## config.mk

```make
export PLATFORM = sky130hd
export DESIGN_NAME = bf16_group_sum_fp32_accumulate
export DESIGN_NICKNAME = d
export VERILOG_FILES = /design/src/bgs_pkg.sv /design/src/bgs_fp32_add.sv /design/src/bf16_group_sum_fp32_accumulate.sv
export SDC_FILE = /design/constraint.sdc
export NUM_CORES = 1
export LEC_CHECK = 0
export BUFFER_PORTS_ARGS = -buffer_cell sky130_fd_sc_hd__buf_2
export CORE_MARGIN = 5
export CORE_UTILIZATION = 30
export CTS_BUF_LIST = sky130_fd_sc_hd__clkbuf_4 sky130_fd_sc_hd__clkbuf_8 sky130_fd_sc_hd__clkbuf_16
export CTS_CLUSTER_SIZE = 28
export DETAILED_ROUTE_END_ITERATION = 10
export GPL_TIMING_DRIVEN = 0
export MAX_ROUTING_LAYER = met4
export PLACE_DENSITY = 0.47
export RECOVER_POWER = 50
export SLEW_MARGIN = 20
export SYNTH_ARGS = -nofsm -noshare
export SYNTH_HDL_FRONTEND = slang
export SYNTH_HIERARCHICAL = 1
export SYNTH_SLANG_ARGS = --single-unit
```

## constraint.sdc

```tcl
create_clock -name clk -period 17.9 [get_ports clk]
set_clock_uncertainty 0.05 [all_clocks]
set_input_delay 0.895 -clock clk [delete_from_list [all_inputs] [get_ports clk]]
set_output_delay 0.895 -clock clk [all_outputs]
set_load 0.02 [all_outputs]
```

## src/bgs_pkg.sv

```systemverilog
package bgs_pkg;
  localparam int unsigned MaxGroupDef = 16;
  localparam logic [4:0] GroupSizeRst = 5'd16;
  localparam logic [31:0] QNanDef = 32'h7FC0_0000;
  localparam logic [31:0] QuietBit = 32'h0040_0000;

  function automatic logic is_nan32(input logic [31:0] x);
    is_nan32 = (x[30:23] == 8'hFF) && (x[22:0] != 23'd0);
  endfunction

  function automatic logic is_snan32(input logic [31:0] x);
    is_snan32 = is_nan32(x) && !x[22];
  endfunction

  function automatic logic [15:0] to_bf16(input logic [31:0] x);
    logic [32:0] s;
    begin
      s = {1'b0, x} + 33'h0_7FFF + {32'd0, x[16]};
      if (is_nan32(x)) to_bf16 = x[31:16] | 16'h0040;
      else to_bf16 = s[31:16];
    end
  endfunction
endpackage

```

## src/bgs_fp32_add.sv

```systemverilog
module bgs_fp32_add (
  input  logic [31:0] a,
  input  logic [31:0] b,
  output logic [31:0] y
);
  import bgs_pkg::*;

  logic [31:0] x, z;
  logic [7:0]  ex, ez, d;
  logic [26:0] mx, mz, mzs, mzm;
  logic [27:0] sum;
  logic [26:0] m;
  logic [8:0]  e;
  logic [4:0]  lz;
  logic [8:0]  sh;
  logic [26:0] ms;
  logic [23:0] r;
  logic [24:0] rr;
  logic [8:0]  ef;
  logic        sub;

  always_comb begin
    if (b[30:0] > a[30:0]) begin
      x = b; z = a;
    end else begin
      x = a; z = b;
    end
    ex = (x[30:23] == 8'd0) ? 8'd1 : x[30:23];
    ez = (z[30:23] == 8'd0) ? 8'd1 : z[30:23];
    mx = {(x[30:23] != 8'd0), x[22:0], 3'b000};
    mz = {(z[30:23] != 8'd0), z[22:0], 3'b000};
    d = ex - ez;
    mzm = (27'd1 << d[4:0]) - 27'd1;
    if (d >= 8'd27) mzs = {26'd0, (mz != 27'd0)};
    else mzs = (mz >> d[4:0]) | {26'd0, ((mz & mzm) != 27'd0)};
    sub = x[31] ^ z[31];
    sum = sub ? ({1'b0, mx} - {1'b0, mzs}) : ({1'b0, mx} + {1'b0, mzs});
    e = {1'b0, ex};
    m = sum[26:0];
    if (!sub && sum[27]) begin
      m = sum[27:1] | {26'd0, sum[0]};
      e = e + 9'd1;
    end
    lz = 5'd26;
    for (int i = 0; i < 27; i++) if (m[i]) lz = 5'(26 - i);
    sh = (e - 9'd1 < {4'd0, lz}) ? e - 9'd1 : {4'd0, lz};
    if (sub) begin
      ms = m << sh[4:0];
      ef = e - sh;
    end else begin
      ms = m;
      ef = e;
    end
    r = ms[26:3];
    rr = {1'b0, r} + {24'd0, (ms[2] && (ms[1:0] != 2'd0 || r[0]))};
    if (rr[24]) begin
      rr = rr >> 1;
      ef = ef + 9'd1;
    end
    if (!rr[23]) ef = 9'd0;
    if (ef >= 9'd255) y = {x[31], 31'h7F80_0000};
    else y = {x[31], ef[7:0], rr[22:0]};
    if (sub && sum == 28'd0) y = 32'd0;
    if (a[30:0] == 31'd0 && b[30:0] == 31'd0) y = {a[31] & b[31], 31'd0};
    if (a[30:0] == 31'h7F80_0000) y = a;
    else if (b[30:0] == 31'h7F80_0000) y = b;
    if (a[30:0] == 31'h7F80_0000 && b[30:0] == 31'h7F80_0000)
      y = (a[31] ^ b[31]) ? QNanDef : a;
    if (is_snan32(a)) y = a | QuietBit;
    else if (is_snan32(b)) y = b | QuietBit;
    else if (is_nan32(a)) y = a;
    else if (is_nan32(b)) y = b;
  end
endmodule

```

## src/bf16_group_sum_fp32_accumulate.sv

```systemverilog
// bf16 group sum with fp32 accumulator.
// Input channel in_valid/in_ready/in_value_bf16: one bf16 value per beat.
// Output channel out_valid/out_ready/out_sum_bf16: one bf16 sum per group.
// cfg_we/cfg_wdata set group_size (0 acts as 1, above MAX_GROUP as MAX_GROUP);
// write only while idle.
// Each beat is widened to fp32 and added into the accumulator in the cycle
// it is accepted: one beat per cycle sustained while in_ready is high. The fp32
// adder between the accumulator and its register sets that figure.
// The beat closing a group loads the result register; out_valid rises the
// next cycle. The accumulator clears at that same edge, so the
// next group proceeds while the result waits.
// If the receiver stalls with a result pending, input keeps flowing until
// another group would close; in_ready then drops until the result is taken.
// Reset: accumulator +0, count 0, group_size 16, no result pending.
module bf16_group_sum_fp32_accumulate #(
  parameter int unsigned MAX_GROUP = bgs_pkg::MaxGroupDef
) (
  input  logic        clk,
  input  logic        rst_n,
  input  logic        in_valid,
  output logic        in_ready,
  input  logic [15:0] in_value_bf16,
  output logic        out_valid,
  input  logic        out_ready,
  output logic [15:0] out_sum_bf16,
  input  logic        cfg_we,
  input  logic [4:0]  cfg_wdata
);
  import bgs_pkg::*;
  localparam int unsigned CW = $clog2(MAX_GROUP + 1);

  logic [4:0]    group_size_r;
  logic [31:0]   acc_r, acc_nxt;
  logic [CW-1:0] seen_r, size_eff;
  logic          last, fire;
  logic          out_valid_r;
  logic [15:0]   sum_r;

  always_comb begin
    if (group_size_r == 5'd0) size_eff = CW'(1);
    else if ({27'd0, group_size_r} > MAX_GROUP) size_eff = CW'(MAX_GROUP);
    else size_eff = CW'(group_size_r);
  end

  bgs_fp32_add u_add (.a(acc_r), .b({in_value_bf16, 16'd0}), .y(acc_nxt));

  assign last = ({1'b0, seen_r} + 1'b1) >= {1'b0, size_eff};
  assign in_ready = !(last && out_valid_r && !out_ready);
  assign fire = in_valid && in_ready;

  always_ff @(posedge clk) begin
    if (!rst_n) begin
      group_size_r <= GroupSizeRst;
      acc_r <= 32'd0;
      seen_r <= '0;
      out_valid_r <= 1'b0;
    end else begin
      if (cfg_we) group_size_r <= cfg_wdata;
      if (fire && last) out_valid_r <= 1'b1;
      else if (out_ready) out_valid_r <= 1'b0;
      if (fire) begin
        if (last) begin
          acc_r <= 32'd0;
          seen_r <= '0;
        end else begin
          acc_r <= acc_nxt;
          seen_r <= seen_r + 1'b1;
        end
      end
    end
  end

  always_ff @(posedge clk) begin
    if (fire && last) sum_r <= to_bf16(acc_nxt);
  end

  assign out_valid = out_valid_r;
  assign out_sum_bf16 = sum_r;
endmodule

```

==> summary.md, run 1 <==
| Metric | Value |
|---|---|
| Run status | `completed` |
| Post-synth top area cell | `sky130_fd_sc_hd__ha_1` |
| Clock edge transition at the registers on the reported setup and hold paths | `0.05 ns` |
| Layout cell share with drive strength beyond 1 | `19.0%` |
| First-pass GRT wire length | `144000 um` |
| TritonCTS buffer count | `9` |
| Floorplan core area | `0.0590 mm2` |
| Async set or reset register ratio after synthesis | `0%` |
| Worst min-delay path category | `reg2reg` |
| Slack of the critical path | `0.312 ns` |
| Worst Setup End Kind | `flop` |
| Count of cells along the worst register-to-register path | `75` |
| Worst-case clock buffer depth | `2` |
| Yosys warnings | `6` |
| Pin slew with the least headroom to its limit | `1.34 ns` |
| Avg Cell Area, Syn | `6.98 um2` |
| DRC marker count from the first detailed-route iteration | `2936` |
| Worst setup path end | `out_sum_bf16[1]` |
| Crit path largest cell delay | `0.56 ns` |
| Initial antenna violation count | `1` |
| Max-capacitance violation count | `0` |
| Place WS | `-6.68 ns` |
| Final RePlAce weighted congestion | `1.05` |
| H-tree lvl count | `3` |
| Area of the die | `0.0647 mm2` |
| Hold Vio Cnt, Final | `0` |
| Critical path's most frequent cell | `sky130_fd_sc_hd__buf_4` |
| Average wire per cell in the routed design | `28.6 um` |
| Total Neg Setup Slack | `0 ns` |
| Nature of the critical path startpoint | `input port` |
| Min Tclk post-route | `17.59 ns` |
| Synth-to-Final Area Change | `21.3%` |
| Post-route fraction of the period consumed by the critical path | `98.3%` |
| Gate count of the mapped netlist | `2564` |
| Die boundary width | `254 um` |
| Post-cts hold buffer count | `0` |
| Average vias per placed instance | `6.39` |
| Count of flip-flops with a built-in enable after synthesis | `16` |
| Final number of max-transition violations | `0` |
| Final count of negative-setup-slack endpoints | `0` |
| Sequential-to-total area share from yosys stat | `7.49%` |
| Commonest register cell after synthesis | `sky130_fd_sc_hd__dfxtp_1` |
| Worst Hold Slack | `0.428 ns` |
| Top post-synthesis cells by area | `sky130_fd_sc_hd__ha_1 7.8%, sky130_fd_sc_hd__mux2i_1 6.2%, sky130_fd_sc_hd__nand2_1 5.3%` |
| Worst-path maximum fanout | `10` |
| Drt first pass iters | `5` |
| Remaining Overflow, GRT | `0` |
| Critical Setup Path Class | `in2reg` |
| Die extent in y | `254 um` |
| Skew-Pair Late Insertion Delay | `0.33 ns` |
| Startpoint of the most critical register-to-register path | `acc_r[14]` |
| Overall fraction of global-route tracks in use | `30.4%` |
| Placement Rows | `89` |
| Fraction of synthesized cell area taken by the top area cell type | `7.83%` |
| Worst path required time | `17.92 ns` |
| Flip-flop and latch count after synthesis | `59` |
| Maximum clock frequency | `56.9 MHz` |
| Root buffer cell | `sky130_fd_sc_hd__clkbuf_16` |
| I/O pins | `44` |
| Post-synthesis instance area | `0.0179 mm2` |
| Clock sink count | `59` |
| DRC violations left | `0` |
| Startpoint of the worst setup timing path | `in_value_bf16[14]` |
| Count of distinct cell types in the synthesized netlist | `133` |
| Worst R2R Setup Slack | `0.32 ns` |
| Max_slew headroom | `10.9%` |
| Initial cell density of the core | `30.3%` |
| Largest net degree at the start of global routing | `17` |
| Clock tree from TritonCTS | `yes` |
| Reg-to-reg critical path endpoint | `out_sum_bf16[1]` |
| PortBufs | `42` |
| Endpoint arrival time on the critical path | `17.61 ns` |
| Total number of vias | `22700` |
| Final #Nets | `2911` |
| Worst Hold Path Cells | `1` |
| CP max-delay cell | `sky130_fd_sc_hd__or4bb_1` |
| Final HPWL DP | `79800 um` |
| Post-Route WL | `101000 um` |
| Number of fillers in the final layout | `6398` |
| Via count of the first global-routing pass | `20900` |
| ANT nets after route | `0` |
layer usage:
metal | vias to the layer above | part of all wire (%) | global-route usage (%)
met5 | - | 0 | -
li1 | 10000 | - | -
met3 | 270 | 8.4 | 3.68
met2 | 1292 | 43 | 45.3
met1 | 11100 | 44 | 42.0
met4 | 0 | 5.3 | 11.8
per-stage QoR:
step                      utilization (%)  cell area, um2  std cells
after global placement               32.9           19400       3467
final                                36.8           21700       3550
after CTS                            35.1           20700       3512
after detailed placement             32.9           19400       3467
after floorplan                         -           18200       2652
after global routing                 36.8           21700       3549
area by class of cell:
type | count | area [um2] | area share [%]
repair buffers | 114 | 773 | 3.56
clock buffers | 9 | 225 | 1.04
plain buffers | 167 | 1060 | 4.90
well taps | 773 | 967 | 4.45
multi-input cells | 2291 | 16700 | 77.0
clock inverters | 7 | 73.8 | 0.340
diodes | 2 | 5.00 | 0.0231
inverters | 128 | 510 | 2.35
flip-flops and latches | 59 | 1370 | 6.30
cell usage in the layout (no fill, tap or decap), types with 34 or more instances in the layout:
master / synthesis / layout
sky130_fd_sc_hd__nand4_1: 43 / 43
sky130_fd_sc_hd__o211ai_1: 37 / 37
sky130_fd_sc_hd__a211oi_1: 40 / 34
sky130_fd_sc_hd__clkbuf_1: 89 / 76
sky130_fd_sc_hd__a22o_1: 39 / 39
sky130_fd_sc_hd__ha_1: 112 / 110
sky130_fd_sc_hd__a21o_1: 38 / 38
sky130_fd_sc_hd__nor2_1: 218 / 208
sky130_fd_sc_hd__nand2_1: 255 / 249
sky130_fd_sc_hd__o21ai_0: 179 / 155
sky130_fd_sc_hd__xnor2_1: 76 / 70
sky130_fd_sc_hd__o22ai_1: 38 / 36
sky130_fd_sc_hd__buf_4: 13 / 92
sky130_fd_sc_hd__conb_1: 2 / 90
sky130_fd_sc_hd__nor3_1: 75 / 68
sky130_fd_sc_hd__nand3_1: 77 / 74
sky130_fd_sc_hd__nor4_1: 43 / 34
sky130_fd_sc_hd__buf_2: 39 / 43
sky130_fd_sc_hd__mux2i_1: 111 / 98
sky130_fd_sc_hd__a21oi_1: 181 / 166
sky130_fd_sc_hd__inv_1: 118 / 113
cells by family (layout without fill, tap and decap cells):
kind of cell             after synthesis  count (layout)  synth area share [%]
multiplexers                         161             161                  10.9
flip-flops                            59              59                  7.49
adder cells (fa/ha/maj)              115             115                  8.16
AND/OR/NAND/NOR                      925             926                  25.8
other                                  2              92                0.0420
AO/OA/AOI/OAI                        894             894                  34.9
buffers and inverters                303             425                  7.39
XOR/XNOR                             105             105                  5.37
repair_timing:
action / in CTS / in global routing
pin swaps: 22 / 51
cloned: 1 / 0
gates resized for setup: 210 / 196
buffers inserted: 30 / 42
endpoints found under the setup margin: 46 / 41
critical path: cells and delay by family:
kind,cells,cell delay [ns]
buffers and inverters,20,3.79
AO/OA/AOI/OAI,24,5.51
AND/OR/NAND/NOR,22,5.81
XOR/XNOR,2,0.32
adder cells (fa/ha/maj),4,1.00
multiplexers,1,0.23
how the worst min path moves through the flow:
stage,start,end
after global routing,acc_r[9],acc_r[9]
after CTS,acc_r[20],acc_r[20]
after detailed placement,acc_r[22],acc_r[22]
after global placement,acc_r[3],acc_r[3]
after floorplan,acc_r[17],acc_r[17]
final,acc_r[9],acc_r[9]
Yosys cell counts, drive strengths merged (29+ instances only):
master and instances:
a211oi 41, a21o 38, a21oi 184, a22o 39, a22oi 29, a31oi 36
and3 29, buf 85, clkbuf 90, dfxtp 43, ha 112, inv 124
mux2i 113, nand2 258, nand3 78, nand4 44, nor2 222, nor3 77
nor4 46, o211ai 42, o21ai 206, o22ai 39, xnor2 79
flip-flops by register name (all words and copies together) (netlist names):
| register | cells |
|---|---|
| group_size_r | 5 |
| out_sum_bf16 | 16 |
| out_valid | 1 |
| acc_r | 32 |
| seen_r | 5 |
Power of run 1 is not shown: default switching activity piles up to over one toggle a cycle in this logic, so the estimate is an artifact.
==> run 2, diff against run 1 <==
--- a/config.mk
+++ b/config.mk
@@ -6,6 +6,8 @@
 export NUM_CORES = 1
 export LEC_CHECK = 0
 export BUFFER_PORTS_ARGS = -buffer_cell sky130_fd_sc_hd__buf_2
+export CELL_PAD_IN_SITES_DETAIL_PLACEMENT = 0
+export CELL_PAD_IN_SITES_GLOBAL_PLACEMENT = 2
 export CORE_MARGIN = 5
 export CORE_UTILIZATION = 30
 export CTS_BUF_LIST = sky130_fd_sc_hd__clkbuf_4 sky130_fd_sc_hd__clkbuf_8 sky130_fd_sc_hd__clkbuf_16
@@ -13,7 +15,7 @@
 export DETAILED_ROUTE_END_ITERATION = 10
 export GPL_TIMING_DRIVEN = 0
 export MAX_ROUTING_LAYER = met4
-export PLACE_DENSITY = 0.47
+export PLACE_DENSITY = 0.72
 export RECOVER_POWER = 50
 export SLEW_MARGIN = 20
 export SYNTH_ARGS = -nofsm -noshare
==> run 2 against run 1 <==
Critical endpoint unchanged. Sequential share of layout area fell by 0.059 points. Worst setup slack improved by 0.053 ns. Non-clock buffer count fell by 6. Wire length increased by 3.2%. Die area unchanged. Register-to-register slack better by 0.07 ns. Fmax increased by 0.30%. Core utilization is 0.11 points higher.
==> summary.md, run 2 (same netlist as run 1, synthesis figures left out) <==
| Metric | Value |
|---|---|
| I/O pins | `44 (unchanged)` |
| Final HPWL DP | `82600 um (+3.6%)` |
| Die boundary width | `254 um (unchanged)` |
| Largest register FFs | `32 (unchanged)` |
| Synth-to-Final Area Change | `21.7%` |
| Average wire per cell in the routed design | `29.6 um (+3.5%)` |
| Initial antenna violation count | `0 (-1)` |
| TritonCTS buffer count | `9 (unchanged)` |
| Count of inserted antenna diode cells | `0 (-2)` |
| Sequential Area | `0.00136 mm2 (-0.64%)` |
| Max-capacitance violation count | `0 (unchanged)` |
| Worst Setup End Kind | `flop` |
| Pin slew with the least headroom to its limit | `1.28 ns (-0.0595 ns)` |
| Critical path's most frequent cell | `sky130_fd_sc_hd__buf_6` |
| Nature of the critical path startpoint | `input port` |
| Final number of max-transition violations | `0 (unchanged)` |
| Drt first pass iters | `6 (+1)` |
| Post-Route WL | `105000 um (+3.2%)` |
| Worst-path maximum fanout | `10 (unchanged)` |
| ANT nets after route | `0 (unchanged)` |
| Via count of the first global-routing pass | `21100 (+0.91%)` |
| DRC marker count from the first detailed-route iteration | `2433 (-17%)` |
| First-pass GRT wire length | `149000 um (+3.2%)` |
| Remaining Overflow, GRT | `0 (unchanged)` |
| DRC violations left | `0 (unchanged)` |
| Worst min-delay path category | `reg2reg` |
| Top library cells by usage in the layout, fill and taps aside | `248 x sky130_fd_sc_hd__nand2_1, 207 x sky130_fd_sc_hd__nor2_1, 166 x sky130_fd_sc_hd__a21oi_1` |
| Clock tree from TritonCTS | `yes` |
| Worst-case clock buffer depth | `2 (unchanged)` |
| Post-route fraction of the period consumed by the critical path | `98.0% (-0.30 points)` |
| Count of cells along the worst register-to-register path | `72 (-4.0%)` |
| Overall fraction of global-route tracks in use | `31.6% (+1.3 points)` |
| Root buffer cell | `sky130_fd_sc_hd__clkbuf_16` |
| CP top delay family | `compound AO/OA/AOI/OAI gates` |
| Maximum clock frequency | `57.0 MHz (+0.30%)` |
| Clock edge transition at the registers on the reported setup and hold paths | `0.05 ns (about the same)` |
| Average vias per placed instance | `6.29 (-1.6%)` |
| Floorplan core area | `0.0590 mm2 (unchanged)` |
| CP max-delay cell | `sky130_fd_sc_hd__or4_4` |
| Place WS | `-6.91 ns (-0.237 ns)` |
| Critical path depth | `72 (-1.4%)` |
| Hold Vio Cnt, Final | `0 (unchanged)` |
| Post-cts hold buffer count | `0 (unchanged)` |
| Total number of vias | `22300 (-1.9%)` |
| PortBufs | `42 (unchanged)` |
| Largest reg by FF count | `acc_r` |
| Worst Hold Path Cells | `1 (unchanged)` |
| Worst path required time | `17.92 ns (about the same)` |
| Largest net degree at the start of global routing | `17 (unchanged)` |
| Buffers and inverters on the worst path | `18 (-10%)` |
| Final #Nets | `2904 (-0.24%)` |
| Min Tclk post-route | `17.53 ns (-0.0534 ns)` |
| Run status | `completed` |
| Max_slew headroom | `12.4% (+1.5 points)` |
| Number of fillers in the final layout | `6507 (+1.7%)` |
| Slack of the critical path | `0.365 ns (+0.0534 ns)` |
| Area of the die | `0.0647 mm2 (unchanged)` |
| Initial cell density of the core | `30.3% (unchanged)` |
| Critical Setup Path Class | `in2reg` |
| H-tree lvl count | `3 (unchanged)` |
| Most common cell after layout, fill and taps aside | `sky130_fd_sc_hd__nand2_1` |
| Layout cell share with drive strength beyond 1 | `18.9% (-0.090 points)` |
| Final RePlAce weighted congestion | `1.03 (-2.7%)` |
| Placement Rows | `89 (unchanged)` |
| Skew-Pair Late Insertion Delay | `0.33 ns (about the same)` |
| Final count of negative-setup-slack endpoints | `0 (unchanged)` |
| Crit path largest cell delay | `0.58 ns (+0.02 ns)` |
| Endpoint arrival time on the critical path | `17.56 ns (-0.05 ns)` |
| Clock sink count | `59 (unchanged)` |
| Area used by multi-input combinational logic | `0.0168 mm2 (+0.70%)` |
| Die extent in y | `254 um (unchanged)` |
[run 2: changes by cell type in the layout (fill, tap and decap cells not counted), moves of 3 or more]
cell                       before  now
sky130_fd_sc_hd__o21ai_1       30   36
sky130_fd_sc_hd__dfxtp_1       27   30
sky130_fd_sc_hd__nand3_2        3    9
sky130_fd_sc_hd__clkbuf_1      76   73
sky130_fd_sc_hd__o21ai_2       16   12
sky130_fd_sc_hd__o21ai_0      155  151
sky130_fd_sc_hd__buf_8          3    0
sky130_fd_sc_hd__inv_4          6    1
sky130_fd_sc_hd__nand3_1       74   69
sky130_fd_sc_hd__o311ai_1       7    4
sky130_fd_sc_hd__nor4_2         7    3
[run 2: metal layers]
| layer | vias up | wire length, um | global-route usage, % |
|---|---|---|---|
| li1 | 10000 | - | - |
| met1 | 11000 | 46300 | 42.9 |
| met2 | 1048 | 46800 | 49.5 |
| met3 | 223 | 6820 | 2.98 |
| met4 | 0 | 4710 | 11.0 |
| met5 | - | 0 | - |
[run 2: final timing paths]
kind,end,start,slack (ns)
max,out_sum_bf16[1],in_value_bf16[4],0.37
min,acc_r[22],acc_r[22],0.43
max reg2reg,out_sum_bf16[1],acc_r[11],0.39
min reg2reg,acc_r[22],acc_r[22],0.43
[run 2: worst reg2reg max path, delay by kind of cell (launching register included)]
kind | cells | cell delay [ns]
compound gates | 27 | 6.52
flops | 1 | 0.83
buf+inv | 16 | 2.70
simple gates | 23 | 5.53
xor+xnor | 1 | 0.13
fa+ha+maj | 5 | 1.50
[run 2: layout make-up]
type,count,area share [%]
Multi-Input combinational cell,2290,77.3
Sequential cell,59,6.25
Buffer,165,4.71
Tap cell,773,4.44
Timing Repair Buffer,110,3.38
Inverter,128,2.40
Clock buffer,11,1.16
Clock inverter,4,0.339
[run 2: per-stage QoR]
stage | TNS, ns | hold WS (ns) | utilization (%) | std cells | instance area (um2)
2_1_floorplan | 0 | 0.397 | - | 2652 | 18200
3_3_place_gp | -252.75 | 0.412 | 32.9 | 3467 | 19400
3_5_place_dp | -249.77 | 0.412 | 32.9 | 3467 | 19400
4_1_cts | 0 | 0.431 | 35.4 | 3511 | 20900
5_1_grt | -0.0560 | 0.452 | 36.9 | 3540 | 21800
6_report | 0 | 0.430 | 36.9 | 3540 | 21800
[run 2: what timing repair did]
| action | in CTS | in global routing |
|---|---|---|
| resized for setup | 242 | 160 |
| hold endpoints to repair | 0 | 0 |
| pin swaps | 26 | 33 |
| setup endpoints to repair | 46 | 38 |
| cloned | 0 | 1 |
| buffers inserted | 32 | 35 |
Power of run 2 is left out for the same reason.
